File: src/rtl/core/lspe_pkg.sv
// ----------------------------------------------------------------------------
// LED strip pulse encoder package
// Shared item types, configuration layout, codes and the colour palette.
// ----------------------------------------------------------------------------
`default_nettype none

package lspe_pkg;

  localparam int BITS_PER_LED = 24;
  localparam int BIT_CNT_W    = 5;
  localparam logic [BIT_CNT_W-1:0] LAST_BIT = BIT_CNT_W'(BITS_PER_LED - 1);

  localparam int MAX_LEDS = 256;
  localparam int LEN_W    = 9;
  localparam logic [LEN_W-1:0] MAX_LEN = LEN_W'(MAX_LEDS);

  // restoring divider: quotient fits 8 bits, one bit per step
  localparam int DIV_STEPS = 8;
  localparam int DIV_CNT_W = 3;
  localparam logic [DIV_CNT_W-1:0] DIV_LAST = DIV_CNT_W'(DIV_STEPS - 1);

  // item queue between front and back
  localparam int Q_DEPTH = 2;
  localparam int Q_PTR_W = 1;
  localparam int Q_CNT_W = 2;
  localparam logic [Q_CNT_W-1:0] Q_FULL_CNT = Q_CNT_W'(Q_DEPTH);

  // configuration register indexes
  localparam logic [2:0] CFG_COLOR_CODE  = 3'd0;
  localparam logic [2:0] CFG_STRIP_LEN   = 3'd1;
  localparam logic [2:0] CFG_PULSE_ONE   = 3'd2;
  localparam logic [2:0] CFG_PULSE_ZERO  = 3'd3;
  localparam logic [2:0] CFG_BRIGHT_LVLS = 3'd4;

  // pattern codes
  localparam logic [2:0] PAT_DARK   = 3'd0;
  localparam logic [2:0] PAT_ALL    = 3'd1;
  localparam logic [2:0] PAT_BELOW  = 3'd2;
  localparam logic [2:0] PAT_FROM   = 3'd3;
  localparam logic [2:0] PAT_SINGLE = 3'd4;

  // palette codes
  localparam logic [2:0] COLOR_BLACK  = 3'd0;
  localparam logic [2:0] COLOR_RED    = 3'd1;
  localparam logic [2:0] COLOR_GREEN  = 3'd2;
  localparam logic [2:0] COLOR_BLUE   = 3'd3;
  localparam logic [2:0] COLOR_WHITE  = 3'd4;
  localparam logic [2:0] COLOR_ORANGE = 3'd5;
  localparam logic [2:0] COLOR_YELLOW = 3'd6;

  typedef struct packed {
    logic [7:0] led_index;
    logic [8:0] frame_position;
    logic [7:0] brightness_level;
    logic [2:0] pattern;
  } in_item_t;

  typedef struct packed {
    logic [15:0] pulse_width;
    logic        last_of_led;
  } out_item_t;

  typedef struct packed {
    logic [2:0]  color_code;
    logic [8:0]  strip_length;
    logic [15:0] pulse_one;
    logic [15:0] pulse_zero;
    logic [7:0]  brightness_levels;
  } cfg_t;

  // front -> queue
  typedef struct packed {
    logic                    valid;
    logic [BITS_PER_LED-1:0] word;
  } q_wr_t;

  // queue -> back
  typedef struct packed {
    logic                    valid;
    logic [BITS_PER_LED-1:0] word;
  } q_rd_t;

  // returns {r, g, b}
  function automatic logic [23:0] palette_rgb(input logic [2:0] code);
    logic [23:0] rgb;
    unique case (code)
      COLOR_RED:    rgb = {8'd255, 8'd0,   8'd0};
      COLOR_GREEN:  rgb = {8'd0,   8'd255, 8'd0};
      COLOR_BLUE:   rgb = {8'd0,   8'd0,   8'd255};
      COLOR_WHITE:  rgb = {8'd255, 8'd255, 8'd255};
      COLOR_ORANGE: rgb = {8'd255, 8'd153, 8'd102};
      COLOR_YELLOW: rgb = {8'd255, 8'd127, 8'd0};
      default:      rgb = 24'd0;
    endcase
    return rgb;
  endfunction

endpackage

`default_nettype wire

File: src/rtl/core/lspe_front.sv
// ----------------------------------------------------------------------------
// LED strip pulse encoder front
// Classifies a slot as lit or dark, scales the palette colour by level over
// levels with three lanes of a bit-serial divider, and queues the GRB word.
// ----------------------------------------------------------------------------
`default_nettype none

module lspe_front (
  input  logic              clk,
  input  logic              rst,
  input  logic              start,
  input  lspe_pkg::in_item_t item,
  input  lspe_pkg::cfg_t    cfg,
  input  logic              q_full,
  output logic              busy,
  output lspe_pkg::q_wr_t   q_wr
);
  import lspe_pkg::*;

  typedef enum logic [1:0] {F_IDLE, F_MUL, F_DIV, F_PUSH} front_state_t;

  front_state_t         state;
  logic [DIV_CNT_W-1:0] step;
  logic                 black;
  logic [2:0][7:0]      chan;    // lanes: 2 green, 1 red, 0 blue
  logic [7:0]           level;
  logic [2:0][7:0]      rem;
  logic [2:0][7:0]      low;     // dividend low bits, quotient shifts in

  logic [LEN_W-1:0]  len_eff;
  logic              lit;
  logic [7:0]        level_next;
  logic [23:0]       rgb;
  logic [2:0][15:0]  prod;
  logic [2:0][7:0]   rem_next;
  logic [2:0][7:0]   low_next;

  always_comb begin
    len_eff = (cfg.strip_length > MAX_LEN) ? MAX_LEN : cfg.strip_length;
    unique case (item.pattern)
      PAT_ALL:    lit = 1'b1;
      PAT_BELOW:  lit = {1'b0, item.led_index} <  item.frame_position;
      PAT_FROM:   lit = {1'b0, item.led_index} >= item.frame_position;
      PAT_SINGLE: lit = {1'b0, item.led_index} == item.frame_position;
      default:    lit = 1'b0;
    endcase
    if ({1'b0, item.led_index} >= len_eff) begin
      lit = 1'b0;
    end
    level_next = (item.brightness_level > cfg.brightness_levels) ?
                 cfg.brightness_levels : item.brightness_level;
    rgb = palette_rgb(cfg.color_code);
  end

  // one restoring step per lane; remainder stays below the divisor
  always_comb begin
    logic [8:0] t;
    logic       ge;
    for (int i = 0; i < 3; i++) begin
      prod[i] = 16'(chan[i]) * 16'(level);
      t  = {rem[i], low[i][7]};
      ge = t >= {1'b0, cfg.brightness_levels};
      rem_next[i] = ge ? 8'(t - {1'b0, cfg.brightness_levels}) : t[7:0];
      low_next[i] = {low[i][6:0], ge};
    end
  end

  always_ff @(posedge clk) begin
    if (rst) begin
      state <= F_IDLE;
      step  <= '0;
    end else begin
      unique case (state)
        F_IDLE: begin
          if (start) begin
            black <= !lit || (cfg.brightness_levels == 8'd0);
            chan  <= {rgb[15:8], rgb[23:16], rgb[7:0]};
            level <= level_next;
            state <= F_MUL;
          end
        end
        F_MUL: begin
          for (int i = 0; i < 3; i++) begin
            rem[i] <= prod[i][15:8];
            low[i] <= prod[i][7:0];
          end
          step  <= '0;
          state <= F_DIV;
        end
        F_DIV: begin
          rem  <= rem_next;
          low  <= low_next;
          step <= step + 1'b1;
          if (step == DIV_LAST) begin
            state <= F_PUSH;
          end
        end
        F_PUSH: begin
          if (!q_full) begin
            state <= F_IDLE;
          end
        end
        default: state <= F_IDLE;
      endcase
    end
  end

  assign busy       = (state != F_IDLE);
  assign q_wr.valid = (state == F_PUSH) && !q_full;
  assign q_wr.word  = black ? '0 : {low[2], low[1], low[0]};

endmodule

`default_nettype wire

File: src/rtl/core/lspe_fifo.sv
// ----------------------------------------------------------------------------
// LED strip pulse encoder queue
// Two-entry queue of GRB words between the front and the back.
// ----------------------------------------------------------------------------
`default_nettype none

module lspe_fifo (
  input  logic            clk,
  input  logic            rst,
  input  lspe_pkg::q_wr_t q_wr,
  input  logic            pop,
  output logic            full,
  output lspe_pkg::q_rd_t q_rd
);
  import lspe_pkg::*;

  logic [Q_DEPTH-1:0][BITS_PER_LED-1:0] mem;
  logic [Q_PTR_W-1:0] wptr;
  logic [Q_PTR_W-1:0] rptr;
  logic [Q_CNT_W-1:0] count;
  logic               do_pop;

  assign do_pop = pop && (count != '0);

  always_ff @(posedge clk) begin
    if (rst) begin
      wptr  <= '0;
      rptr  <= '0;
      count <= '0;
    end else begin
      if (q_wr.valid) begin
        mem[wptr] <= q_wr.word;
        wptr      <= wptr + 1'b1;
      end
      if (do_pop) begin
        rptr <= rptr + 1'b1;
      end
      count <= count + Q_CNT_W'(q_wr.valid) - Q_CNT_W'(do_pop);
    end
  end

  assign full       = (count == Q_FULL_CNT);
  assign q_rd.valid = (count != '0);
  assign q_rd.word  = mem[rptr];

endmodule

`default_nettype wire

File: src/rtl/core/lspe_back.sv
// ----------------------------------------------------------------------------
// LED strip pulse encoder back
// Shifts out one GRB word as 24 timer compare values, one per cycle.
// ----------------------------------------------------------------------------
`default_nettype none

module lspe_back (
  input  logic                clk,
  input  logic                rst,
  input  lspe_pkg::cfg_t      cfg,
  input  lspe_pkg::q_rd_t     q_rd,
  output logic                pop,
  output logic                strobe,
  output lspe_pkg::out_item_t result
);
  import lspe_pkg::*;

  logic                    active;
  logic [BIT_CNT_W-1:0]    cnt;
  logic [BITS_PER_LED-1:0] word;
  logic                    at_last;

  assign at_last = (cnt == LAST_BIT);
  assign pop     = q_rd.valid && (!active || at_last);

  always_ff @(posedge clk) begin
    if (rst) begin
      active <= 1'b0;
      cnt    <= '0;
      strobe <= 1'b0;
    end else begin
      strobe <= active;
      if (active) begin
        result.pulse_width <= word[BITS_PER_LED-1] ? cfg.pulse_one : cfg.pulse_zero;
        result.last_of_led <= at_last;
      end
      // load the next word so the next slot follows without a gap
      if (pop) begin
        word   <= q_rd.word;
        cnt    <= '0;
        active <= 1'b1;
      end else if (active) begin
        word <= word << 1;
        cnt  <= cnt + 1'b1;
        if (at_last) begin
          active <= 1'b0;
        end
      end
    end
  end

endmodule

`default_nettype wire

File: src/rtl/core/led_strip_pattern_pulse_encoder_core.sv
// ----------------------------------------------------------------------------
// LED strip pattern pulse encoder core
// Turns one LED slot into 24 timer compare values, GRB order, MSB first.
// ----------------------------------------------------------------------------
//
//   channel   handshake              payload
//   -------   --------------------   ------------------------------------
//   item in   start && !busy         item   (in_item_t)
//   result    strobe, one cycle      result (out_item_t), cannot be held off
//   config    cfg_valid && cfg_ready cfg_index, cfg_data (ready always high)
//
// An item leaves the output as 24 compare values, one per cycle; the back
// end's bit shifter sets that rate. The front end works a slot in steps
// (capture, multiply, 8 divider steps, queue write) and runs ahead of it.
// The first result passes the front end steps, the queue and the back end.
// Reset: synchronous, clears control state and loads the register defaults.
// Stalls: busy rises while the front end works or waits on a full queue.
// ----------------------------------------------------------------------------
`default_nettype none

module led_strip_pattern_pulse_encoder_core (
  input  logic                clk,
  input  logic                rst,
  input  logic                start,
  output logic                busy,
  input  lspe_pkg::in_item_t  item,
  output logic                strobe,
  output lspe_pkg::out_item_t result,
  input  logic                cfg_valid,
  output logic                cfg_ready,
  input  logic [2:0]          cfg_index,
  input  logic [15:0]         cfg_data
);
  import lspe_pkg::*;

  cfg_t  cfg;
  q_wr_t q_wr;
  q_rd_t q_rd;
  logic  q_full;
  logic  q_pop;

  // User writes registers only while idle, so no shadow copy; not enforced.
  assign cfg_ready = 1'b1;

  always_ff @(posedge clk) begin
    if (rst) begin
      cfg.color_code        <= COLOR_BLACK;
      cfg.strip_length      <= 9'd10;
      cfg.pulse_one         <= 16'd61;
      cfg.pulse_zero        <= 16'd28;
      cfg.brightness_levels <= 8'd50;
    end else if (cfg_valid) begin
      case (cfg_index)
        CFG_COLOR_CODE:  cfg.color_code        <= cfg_data[2:0];
        CFG_STRIP_LEN:   cfg.strip_length      <= cfg_data[8:0];
        CFG_PULSE_ONE:   cfg.pulse_one         <= cfg_data;
        CFG_PULSE_ZERO:  cfg.pulse_zero        <= cfg_data;
        CFG_BRIGHT_LVLS: cfg.brightness_levels <= cfg_data[7:0];
        default: ;  // drop writes to unused indexes
      endcase
    end
  end

  // Front: decide lit/dark, scale the colour, hand the word to the queue.
  lspe_front u_front (
    .clk    (clk),
    .rst    (rst),
    .start  (start),
    .item   (item),
    .cfg    (cfg),
    .q_full (q_full),
    .busy   (busy),
    .q_wr   (q_wr)
  );

  // Queue: hold up to two finished words so both sides stall on their own.
  lspe_fifo u_fifo (
    .clk  (clk),
    .rst  (rst),
    .q_wr (q_wr),
    .pop  (q_pop),
    .full (q_full),
    .q_rd (q_rd)
  );

  // Back: shift the word out as compare values, back to back across slots.
  lspe_back u_back (
    .clk    (clk),
    .rst    (rst),
    .cfg    (cfg),
    .q_rd   (q_rd),
    .pop    (q_pop),
    .strobe (strobe),
    .result (result)
  );

endmodule

`default_nettype wire

File: config.mk
export PLATFORM = sky130hd
export DESIGN_NAME = led_strip_pattern_pulse_encoder_core
export DESIGN_NICKNAME = d
export VERILOG_FILES = /design/src/rtl/core/lspe_pkg.sv /design/src/rtl/core/lspe_front.sv /design/src/rtl/core/lspe_fifo.sv /design/src/rtl/core/lspe_back.sv /design/src/rtl/core/led_strip_pattern_pulse_encoder_core.sv
export SDC_FILE = /design/constraint.sdc
export NUM_CORES = 1
export LEC_CHECK = 0
export BUFFER_PORTS_ARGS = -buffer_cell sky130_fd_sc_hd__buf_2
export CAP_MARGIN = 25
export CORE_ASPECT_RATIO = 0.9
export CORE_MARGIN = 8
export CORE_UTILIZATION = 50
export CTS_CLUSTER_DIAMETER = 50
export DETAILED_ROUTE_END_ITERATION = 10
export GPL_TIMING_DRIVEN = 1
export HOLD_SLACK_MARGIN = 0.08
export MAX_ROUTING_LAYER = met4
export PLACE_DENSITY = 0.67
export SLEW_MARGIN = 0
export SYNTH_ARGS = -nofsm -noshare
export SYNTH_HDL_FRONTEND = slang
export SYNTH_SLANG_ARGS = --single-unit
File: constraint.sdc
create_clock -name clk -period 5.75 [get_ports clk]
set_clock_uncertainty 0.1 [all_clocks]
set_input_delay 0.8625 -clock clk [delete_from_list [all_inputs] [get_ports clk]]
set_output_delay 0.8625 -clock clk [all_outputs]
set_load 0.005 [all_outputs]
==> results.json <==
{
  "hpwl_microns": 27160,
  "postCtsSetupBuffers": 0,
  "ios": 71,
  "post_synth.cell_area_avg_sq_um": 10.16,
  "maxCapViolCount": 0,
  "layout.nets": 1917,
  "die_w_microns": 203.9,
  "critPathRequiredTime_ns": 5.91,
  "dpl.cell_count": 2006,
  "grt_pass1_vias": 11270,
  "p_per_area_nw_per_um2": 550.3,
  "synth_flop_cell": "edfxtp_1",
  "yosysWarnings": 0,
  "core.rowCount": 62,
  "synth_edf_count": 152,
  "ys_types": 81,
  "synth-seq-area-share_pct": 37.29,
  "min_period_ns": 5.189,
  "antenna_left": 0,
  "crit_fanout": 14,
  "worst_pin_slew_ns": 1.067,
  "tritoncts": "yes",
  "vias": 11220,
  "dr.pass1.iters": 5,
  "cts_resized": 0,
  "cts.sinks": 220,
  "place.gp.congestion": 0.8682,
  "die_area_sq_um": 37750,
  "power_leakage_nw": 7.592,
  "die_h_microns": 185.1,
  "cp-end-kind": "flip-flop",
  "grt_max_degree": 65,
  "finalHoldViolCount": 0,
  "area_growth_pct": 10.07,
  "placed_area_sq_um": 16660,
  "final-seq-area_sq_um": 5926,
  "place_ws_ns": 0.6164,
  "netlist_top_cells_area": "edfxtp_1 29%, ha_1 14%, fa_1 9.2%, dfxtp_1 8.6%, inv_1 4.3%",
  "rsz0062_at_grt": "no",
  "outcome": "complete, no violations",
  "antenna_found_initial": 0,
  "drive_above_1_share_pct": 10.93,
  "start_util_pct": 50.33,
  "cts.path.max_buffers": 3,
  "final_cell_area_sq_um": 17490,
  "synth.cell_area_sq_um": 15890,
  "clock-root-buffer": "clkbuf_16",
  "setup_viol": 0,
  "hold_class": "flip-flop to flip-flop",
  "final_max_slew_viol_count": 0,
  "final_cell_mix": "183 x inv_1, 173 x ha_1, 165 x nand2_1, 152 x edfxtp_1, 101 x a21oi_1",
  "track_usage_pct": 19.65,
  "io_buffers": 69,
  "syn-num-nets": 1862,
  "synth_top_area_share_pct": 28.72,
  "relSlewSlack_pct": 28.81,
  "coreArea_sq_um": 31570,
  "post-route-period-util_pct": 90.25,
  "fill_cells": 2783,
  "critPathKind": "flip-flop to flip-flop",
  "fin_cells": 2053,
  "grt.overflow.total": 0,
  "avgRoutedWirePerCell_microns": 17.39,
  "clock_latency_ns": 0.56,
  "r2r_slack_ns": 0.56,
  "postLayoutCoreUtil_pct": 55.40,
  "final_common_cell": "inv_1",
  "ir_drop_uv": 563.8,
  "antenna_cells": 0,
  "drtIter0Drc": 662,
  "multiInputGateArea_sq_um": 9092,
  "ys_seq_elements": 220,
  "tns_ns": 0,
  "fmax_mhz": 192.7,
  "start_kind": "flip-flop",
  "postSynth.asyncResetShare_pct": 0,
  "syn_inst": 1564,
  "h-tree-depth": 1,
  "routed_wl_microns": 35700,
  "postLayoutSetupSlackWorst_ns": 0.5607,
  "clk_pin_slew_ns": 0.06,
  "vias_per_cell": 5.467,
  "drc_errors": 0,
  "grt_pass1_wl_microns": 58750,
  "cts_hold_buf": 0,
  "cp.arrival_ns": 5.35,
  "numCtsBuffers": 27,
  "yosys.area.top_type": "edfxtp_1"
}
## cell usage after synthesis, drive strengths merged, types with 23 or more instances
library cell and n:
nand2 165, mux2i 52, xor2 28, o21ai 47
inv 183, xnor2 36, ha 174, nor2b 43
a21o 27, nor2 85, a21oi 103, o21a 23
and2 36, mux2 37, clkbuf 47, fa 73
dfxtp 68, edfxtp 152
## kinds of logic after synthesis
logic type,share of synthesized area [%]
other,0.02360
AO/OA/AOI/OAI,11.58
flip-flops,37.29
multiplexers,5.897
AND/OR/NAND/NOR,12.94
adder cells (fa/ha/maj),22.96
XOR/XNOR,3.527
buffers and inverters,5.787
## state kept, by name, indices dropped and copies added, names as in the netlist, 2 cells and up
| name | count |
|---|---|
| cfg | 52 |
| u_back.cnt | 5 |
| u_back.result | 17 |
| u_back.word | 24 |
| u_fifo.count | 2 |
| u_fifo.mem | 48 |
| u_front.chan | 6 |
| u_front.level | 8 |
| u_front.low | 24 |
| u_front.rem | 24 |
| u_front.state | 2 |
| u_front.step | 3 |
## routing by layer
layer	track usage [%]	vias up	wire [microns]
met5	-	-	0
met4	3.710	0	608
met3	2.500	43	1332
met2	32.19	149	17060
met1	26.14	5510	16710
li1	-	5521	-
## report_power, final
part           internal (mW)  switching, mW
sequential              2.31          0.225
clock                  0.918          0.677
combinational           2.39           3.10
## worst paths after layout
path                    startpoint              to  cells after the start
setup reg to reg  u_front.level[4]  u_front.rem[3]                     15
hold reg to reg            cfg[13]         cfg[13]                      2
hold / removal             cfg[13]         cfg[13]                      2
setup / recovery  u_front.level[4]  u_front.rem[3]                     15
## per-stage QoR
step	hold WS (ns)	total power, mW
detailed placement	0.3431	8.084
global placement	0.3380	7.940
finish	0.3523	9.626
global route	0.3686	10.53
floorplan	0.3318	6.749
CTS	0.3525	9.729
## final cells by class
class | count | share of cell area, %
multi-input cells | 1107 | 51.98
flip-flops and latches | 220 | 33.88
clock buffers | 32 | 3.970
inverters | 183 | 3.927
well taps | 416 | 2.976
repair buffers | 80 | 2.468
clock inverters | 15 | 0.8011
## worst max-delay path, stage by stage, from the launching register on
cell and delay [ns]:
edfxtp_1 0.60, xor2_1 0.28, and2_1 0.20, ha_1 0.18, a31oi_1 0.38, fa_1 0.52
fa_1 0.47, fa_1 0.55, inv_1 0.05, ha_1 0.34, o21a_1 0.20, o31a_1 0.12
o31a_1 0.30, o21ai_0 0.21, nor4b_1 0.29, a211oi_1 0.09
No activity file was read; power rests on OpenSTA's default activity.
